==> config.mk <==
export PLATFORM = sky130hd
export DESIGN_NAME = mpfw_ctrl
export DESIGN_NICKNAME = d
export VERILOG_FILES = /design/src/rtl/core/mpfw_pkg.sv /design/src/rtl/core/mpfw_ctrl.sv
export SDC_FILE = /design/constraint.sdc
export NUM_CORES = 1
export LEC_CHECK = 0
export ABC_AREA = 1
export BUFFER_PORTS_ARGS = -buffer_cell sky130_fd_sc_hd__buf_2
export CORE_AREA = 5 5 42 44
export DETAILED_ROUTE_END_ITERATION = 8
export DIE_AREA = 0 0 47 49
export PLACE_DENSITY_LB_ADDON = 0.15
export SLEW_MARGIN = 30
export SYNTH_ARGS = -nofsm -noshare
export SYNTH_HDL_FRONTEND = slang
export SYNTH_SLANG_ARGS = --single-unit
==> constraint.sdc <==
create_clock -name clk -period 1.4 [get_ports clk]
set_input_delay 0.28 -clock clk [delete_from_list [all_inputs] [get_ports clk]]
set_output_delay 0.28 -clock clk [all_outputs]
set_load 0.05 [all_outputs]
==> src/rtl/core/mpfw_pkg.sv <==
// shared types and constants of the monochrome page frame store writer
package mpfw_pkg;

    localparam int PANEL_COLUMNS = 128;
    localparam int PANEL_PAGES   = 8;
    localparam int ROWS_PER_PAGE = 8;
    localparam int COL_W         = $clog2(PANEL_COLUMNS);
    localparam int PAGE_W        = $clog2(PANEL_PAGES);
    localparam int ROW_W         = PAGE_W + $clog2(ROWS_PER_PAGE);
    localparam int STORE_DEPTH   = PANEL_COLUMNS * PANEL_PAGES;
    localparam int ADDR_W        = $clog2(STORE_DEPTH);
    localparam logic [7:0] PIXEL_LSB = 8'h01;

    typedef enum logic [2:0] {
        REQ_WINDOW = 3'd0,
        REQ_STREAM = 3'd1,
        REQ_POINT  = 3'd2,
        REQ_FINISH = 3'd3,
        REQ_READ   = 3'd4
    } req_t;

    typedef enum logic [1:0] {
        KIND_UPDATE = 2'd0,
        KIND_READ   = 2'd1,
        KIND_BOX    = 2'd2
    } kind_t;

    typedef enum logic [1:0] {
        CFG_PORTRAIT = 2'd0,
        CFG_WIDTH    = 2'd1,
        CFG_HEIGHT   = 2'd2
    } cfg_t;

    typedef enum logic [1:0] {
        ST_CLEAR,
        ST_IDLE,
        ST_EXEC
    } state_t;

    // input payload, last declared field in the lowest bits
    typedef struct packed {
        logic [2:0] pad;
        logic [6:0] read_column;
        logic [2:0] read_page;
        logic       pixel_black;
        logic [6:0] pos_y;
        logic [6:0] pos_x;
        logic [6:0] win_y1;
        logic [6:0] win_y0;
        logic [6:0] win_x1;
        logic [6:0] win_x0;
    } in_data_t;

    // result payload, last declared field in the lowest bits
    typedef struct packed {
        logic       pad;
        logic [6:0] box_row_last;
        logic [6:0] box_row_first;
        logic [6:0] box_col_last;
        logic [6:0] box_col_first;
        logic       box_empty;
        logic [7:0] data_byte;
        logic [6:0] column;
        logic [2:0] page;
    } out_data_t;

    typedef struct packed {
        logic clear_wr;
        logic accept;
        logic commit;
    } cmd_t;

    typedef struct packed {
        logic clear_last;
        logic need_result;
        logic out_free;
    } sts_t;

endpackage

==> src/rtl/core/mpfw_ctrl.sv <==
// controller: clearing pass, item accept and read-modify-write sequencing
module mpfw_ctrl (
    input  logic           clk,
    input  logic           rst_n,
    input  logic           s_tvalid,
    output logic           s_tready,
    input  mpfw_pkg::sts_t sts,
    output mpfw_pkg::cmd_t cmd
);

    mpfw_pkg::state_t state_reg;
    mpfw_pkg::state_t state_next;

    always_ff @(posedge clk or negedge rst_n)
    begin
        if (!rst_n)
        begin
            state_reg <= mpfw_pkg::ST_CLEAR;
        end
        else
        begin
            state_reg <= state_next;
        end
    end

    always_comb
    begin
        state_next = state_reg;
        case (state_reg)
            mpfw_pkg::ST_CLEAR:
            begin
                if (sts.clear_last)
                begin
                    state_next = mpfw_pkg::ST_IDLE;
                end
            end
            mpfw_pkg::ST_IDLE:
            begin
                if (s_tvalid)
                begin
                    state_next = mpfw_pkg::ST_EXEC;
                end
            end
            mpfw_pkg::ST_EXEC:
            begin
                if (!sts.need_result || sts.out_free)
                begin
                    state_next = mpfw_pkg::ST_IDLE;
                end
            end
            default:
            begin
                state_next = mpfw_pkg::ST_CLEAR;
            end
        endcase
    end

    always_comb
    begin
        cmd      = '0;
        s_tready = 1'b0;
        case (state_reg)
            mpfw_pkg::ST_CLEAR:
            begin
                cmd.clear_wr = 1'b1;
            end
            mpfw_pkg::ST_IDLE:
            begin
                s_tready   = 1'b1;
                cmd.accept = s_tvalid;
            end
            mpfw_pkg::ST_EXEC:
            begin
                // hold the item until the result register can take it
                cmd.commit = !sts.need_result || sts.out_free;
            end
            default:
            begin
                cmd = '0;
            end
        endcase
    end

endmodule

==> flow_summary.yaml, run 1 <==
synthesis:
  synth_compound_area_share_pct: 20.2
  synth_top_family_by_area: "simple AND/OR/NAND/NOR gates"
  netlist_area_um2: 124
  synth_xor_area_share_pct: 0
  synth_nets: 24
  ys_types: 11
  synth_seq_cells: 2
  ys_seq_area_share_pct: 40.4
  yosys.area_share.simple_pct: 24.2
  synth_cells: 18
  yosys_warnings: 0
  synth.avg_cell_area_um2: 6.88
  synthAdderAreaFrac_pct: 0
  synthMuxAreaShare_pct: 0
timing:
  max_freq_mhz: 746
  slew_violations: 0
  min_period_ns: 1.34
  setup_tns_ns: 0
  holdWs_ns: 0.355
  hold_violations: 0
  period_share_pct: 95.7
  rsz0062_at_grt: "true"
  fin_skew_ns: 0.00180
  setup_violations: 0
  slew_headroom_pct: 83.5
  postLayoutSetupSlackWorst_ns: 0.0603
  tightest_slew_ns: 0.249
cts:
  clk_pin_slew_ns: 0.03
  cts.sinks: 2
  clock_path_buffers: 2
  postCtsSetupRepairBufs: 0
  clock_latency_ns: 0.23
  cts_root_buf: "clkbuf_4"
  cts_buffers: 3
  tritoncts: "yes"
  cts_max_level: 1
setup_path:
  cp_cell_sequence: "inv_1 -> nand2_1 -> nor2_2 -> buf_6"
  reg2reg_to: "state_reg[0]$_DFFE_PN0P_"
  startpoint_type: "flip-flop"
  reg2regPathDepth: 4
  critical_path_class: "reg2out"
  crit_path_end_kind: "output port"
  crit_required_ns: 1.12
  path_max_fanout: 4
  r2r-start: "state_reg[0]$_DFFE_PN0P_"
  r2r_slack_ns: 0.58
  slowest_stage: "dfrtp_1"
  cp_data_arrival_time_ns: 1.06
  slowest_delay_ns: 0.40
cells_and_area:
  nets: 39
  mostFrequentLayoutCells: "buf_2, inv_1, clkbuf_4"
  multi_input_area_um2: 61.3
  final_core_util_pct: 17.3
  antenna_cells: 0
  stdcell_area_um2: 243
  syn_to_final_growth_pct: 96.0
  drive_gt1_share_pct: 54.8
  layout_commonest_cell: "buf_2"
  fillers: 177
  seq_area_um2: 50.0
  largest_register_ffs: 2
routing:
  wl_per_cell_um: 7.53
  ant_nets: 0
  wirelength_um: 354
  first_pass_iters: 1
  via_count: 152
  drt-initial-drc-count: 0
  drc: 0
  viasPerCell: 3.23
place:
  hpwl_um: 289
  gp_congestion: 0.638
  port-buffer-count: 9
  dp_slack_ns: 0.220
  placed_cell_area_um2: 195
hold_path:
  worstHoldStart: "sts[1]"
  hold_class: "in2reg"
  min_path_cells: 3
  min_to: "state_reg[1]$_DFFE_PN0P_"
grt:
  track_usage_pct: 4.50
  globalRoute.totalOverflow: 0
  grt_pass1_vias: 167
  grt_pass1_wl_um: 634
  antenna_found_initial: 0
  grt_max_degree: 5
pwr:
  p_leak_nw: 0.127
  cellPowerDensity_nw_per_um2: 2550
  ir_drop_mv: 0.395
floorplanning:
  die_y_um: 49
  ios: 10
  dieArea_um2: 2300
  rows: 14
  core-area_um2: 1400
  start_util_pct: 8.84
  die_w_um: 47
run_status:
  outcome: "finished clean"
run:
  maxCapViolations: 0
final cells by class:
cell class / instances / share of cell area [%]
clock buffers: 3 / 9.28
multi-input cells: 11 / 25.3
well taps: 16 / 8.25
flip-flops and latches: 2 / 20.6
inverters: 5 / 7.73
repair buffers: 10 / 28.9
cell usage after synthesis (all sizes together):
cell type / count / area, µm²
a21oi: 2 / 13.8
dfrtp: 2 / 50.1
inv: 5 / 18.8
nand2: 3 / 13.8
nand3: 1 / 5.00
nor2: 3 / 11.3
o21ai: 1 / 5.00
o22ai: 1 / 6.26
worst max-delay path by stage:
stage / from / endpoint / slack, ns / cells past startpoint
2_1_floorplan: state_reg[1]$_DFFE_PN0P_ / cmd[2] / 0.06 / 1
3_3_place_gp: state_reg[1]$_DFFE_PN0P_ / cmd[1] / 0.22 / 4
5_1_grt: state_reg[0]$_DFFE_PN0P_ / cmd[0] / -0.03 / 4
3_5_place_dp: state_reg[1]$_DFFE_PN0P_ / cmd[1] / 0.22 / 4
6_report: state_reg[1]$_DFFE_PN0P_ / cmd[1] / 0.06 / 4
4_1_cts: state_reg[1]$_DFFE_PN0P_ / s_tready / 0.005 / 4
metrics by stage:
stage	instances	total power, mW
floorplan	18	0.387
detailed placement	43	0.459
global placement	43	0.459
global route	47	0.673
finish	47	0.618
CTS	47	0.611
cell families (layout without fill, tap and decap cells):
group / Yosys count / count (layout)
buffers and inverters: 5 / 18
AOI/OAI and AO/OA: 4 / 4
DFF: 2 / 2
and+or+nand+nor: 7 / 7
worst max-delay path: cells and delay by family, from the launching register on:
family	cells	cell delay (ns)
DFF	1	0.40
buffers and inverters	2	0.24
and+or+nand+nor	2	0.20
power breakdown:
group / internal [mW] / total, mW / switching (mW)
Clock: 0.0949 / 0.132 / 0.0369
Sequential: 0.0834 / 0.110 / 0.0267
Combinational: 0.111 / 0.376 / 0.265
layer usage:
metal / GRT usage [%] / part of all wire [%] / vias up
li1: - / - / 81
met1: 3.07 / 31 / 60
met2: 5.88 / 51 / 8
met3: 2.21 / 11 / 3
met4: 8.29 / 7.1 / 0
met5: 0 / 0 / -
what timing repair did:
item | CTS | global route
setup endpoints to repair | 2 | 3
gates resized for setup | 2 | 4
cloned | 0 | 0
hold buffers | 1 | 0
hold endpoints to repair | 2 | 0
Note: power is estimated with default switching activity, not from simulation.
==> run 2: changes to the inputs <==
==> constraint.sdc (replaced) <==
create_clock -name clk -period 1.4 [get_ports clk]
set_input_delay 0.35 -clock clk [delete_from_list [all_inputs] [get_ports clk]]
set_output_delay 0.35 -clock clk [all_outputs]
set_load 0.05 [all_outputs]
==> flow_summary.yaml, run 2 (same netlist as run 1, synthesis figures left out) <==
routing:
  wl_per_cell_um: 7.68
  wirelength_um: 361
  first_pass_iters: 2
  ant_nets: 0
  via_count: 147
  drc: 0
  drt-initial-drc-count: 2
  viasPerCell: 3.13
place:
  port-buffer-count: 9
  dp_slack_ns: 0.120
  gp_congestion: 0.689
  hpwl_um: 301
timing:
  slew_violations: 0
  fin_skew_ns: 0.00144
  setup_violations: 1
  hold_violations: 0
  postLayoutSetupSlackWorst_ns: -0.0126
  max_freq_mhz: 708
  period_share_pct: 101
  min_period_ns: 1.41
  rsz0062_at_grt: "true"
  tightest_slew_ns: 0.210
  holdWs_ns: 0.433
  slew_headroom_pct: 85.9
hold_path:
  worstHoldStart: "sts[1]"
  min_path_cells: 3
  min_to: "state_reg[1]$_DFFE_PN0P_"
  hold_class: "in2reg"
cells_and_area:
  final_core_util_pct: 18.3
  nets: 39
  syn_to_final_growth_pct: 107
  mostFrequentLayoutCells: "buf_2, clkbuf_4, inv_1, buf_6"
  antenna_cells: 0
  largest_register_ffs: 2
  layout_commonest_cell: "buf_2"
  drive_gt1_share_pct: 71.0
grt:
  grt_pass1_wl_um: 627
  grt_max_degree: 5
  grt_pass1_vias: 178
  antenna_found_initial: 0
  track_usage_pct: 4.23
  globalRoute.totalOverflow: 0
floorplanning:
  dieArea_um2: 2300
  rows: 14
  start_util_pct: 8.84
  die_y_um: 49
  core-area_um2: 1400
  ios: 10
  die_w_um: 47
setup_path:
  reg2reg_to: "state_reg[0]$_DFFE_PN0P_"
  slowest_stage: "dfrtp_2"
  startpoint_type: "flip-flop"
  cp_cell_sequence: "inv_2 -> nand2_2 -> a21oi_2 -> buf_6"
  r2r_slack_ns: 0.55
  r2r-start: "state_reg[1]$_DFFE_PN0P_"
  reg2regPathDepth: 2
  critical_path_class: "reg2out"
  slowest_delay_ns: 0.42
  cp_data_arrival_time_ns: 1.06
  path_max_fanout: 4
  crit_required_ns: 1.05
  crit_path_end_kind: "output port"
cts:
  postCtsSetupRepairBufs: 0
  clk_pin_slew_ns: 0.03
  tritoncts: "yes"
  cts_buffers: 3
  clock_latency_ns: 0.22
  cts_root_buf: "clkbuf_4"
  clock_path_buffers: 2
  cts_max_level: 1
  cts.sinks: 2
run:
  maxCapViolations: 0
pwr:
  ir_drop_mv: 0.466
  power_mw: 0.662
  p_leak_nw: 0.126
  cellPowerDensity_nw_per_um2: 2580
run_status:
  outcome: "finished with violations"
  violations: "setup timing"
## run 2: cell count changes in the layout (fill, tap and decap cells not counted), sizes merged
cell and change:
buf -1, clkbuf +1
## run 2: final cells by class
class | count | area, µm²
repair buffers | 10 | 76.3
inverters | 5 | 18.8
flip-flops and latches | 2 | 52.6
clock buffers | 3 | 22.5
multi-input cells | 11 | 66.3
fillers | 171 | 1140
well taps | 16 | 20.0
## run 2: per-layer routing
metal,vias to the layer above,GRT usage [%],wire [µm]
met2,5,5.66,193
met5,-,0,0
met3,0,1.11,17
met4,0,6.91,0
met1,61,3.74,150
li1,81,-,-
## run 2: critical path: cells and delay by family (launching register included)
family	cells	cell delay (ns)
AOI/OAI and AO/OA	1	0.12
buffers and inverters	2	0.24
DFF	1	0.42
and+or+nand+nor	1	0.06
## run 2: through the flow
step / instance area [µm²] / cells / setup TNS (ns)
global placement: 198 / 43 / 0
finish: 256 / 47 / -0.0126
detailed placement: 198 / 43 / 0
CTS: 251 / 47 / -0.0626
floorplan: 133 / 18 / 0
global route: 256 / 47 / -0.0920
## run 2: report_power, final
| group | internal [mW] | leakage [nW] | switching (mW) |
|---|---|---|---|
| clock network | 0.0946 | 0.0138 | 0.0328 |
| logic | 0.137 | 0.0899 | 0.271 |
| registers | 0.0884 | 0.0226 | 0.0375 |
## run 2: what timing repair did
item | CTS | global route
pin swaps | 0 | 0
endpoints found under the setup margin | 3 | 4
hold buffers | 1 | 0
endpoints found under the hold margin | 2 | 0
gates resized for setup | 7 | 4
## run 2: how the worst max path moves through the flow
stage,startpoint,to,slack [ns],cells after the start
after floorplan,state_reg[1]$_DFFE_PN0P_,cmd[1],0.08,3
after global placement,state_reg[1]$_DFFE_PN0P_,cmd[1],0.13,4
after detailed placement,state_reg[1]$_DFFE_PN0P_,cmd[1],0.12,4
after CTS,state_reg[0]$_DFFE_PN0P_,cmd[0],-0.03,4
after global routing,state_reg[0]$_DFFE_PN0P_,cmd[0],-0.06,4
final,state_reg[0]$_DFFE_PN0P_,cmd[0],-0.01,4
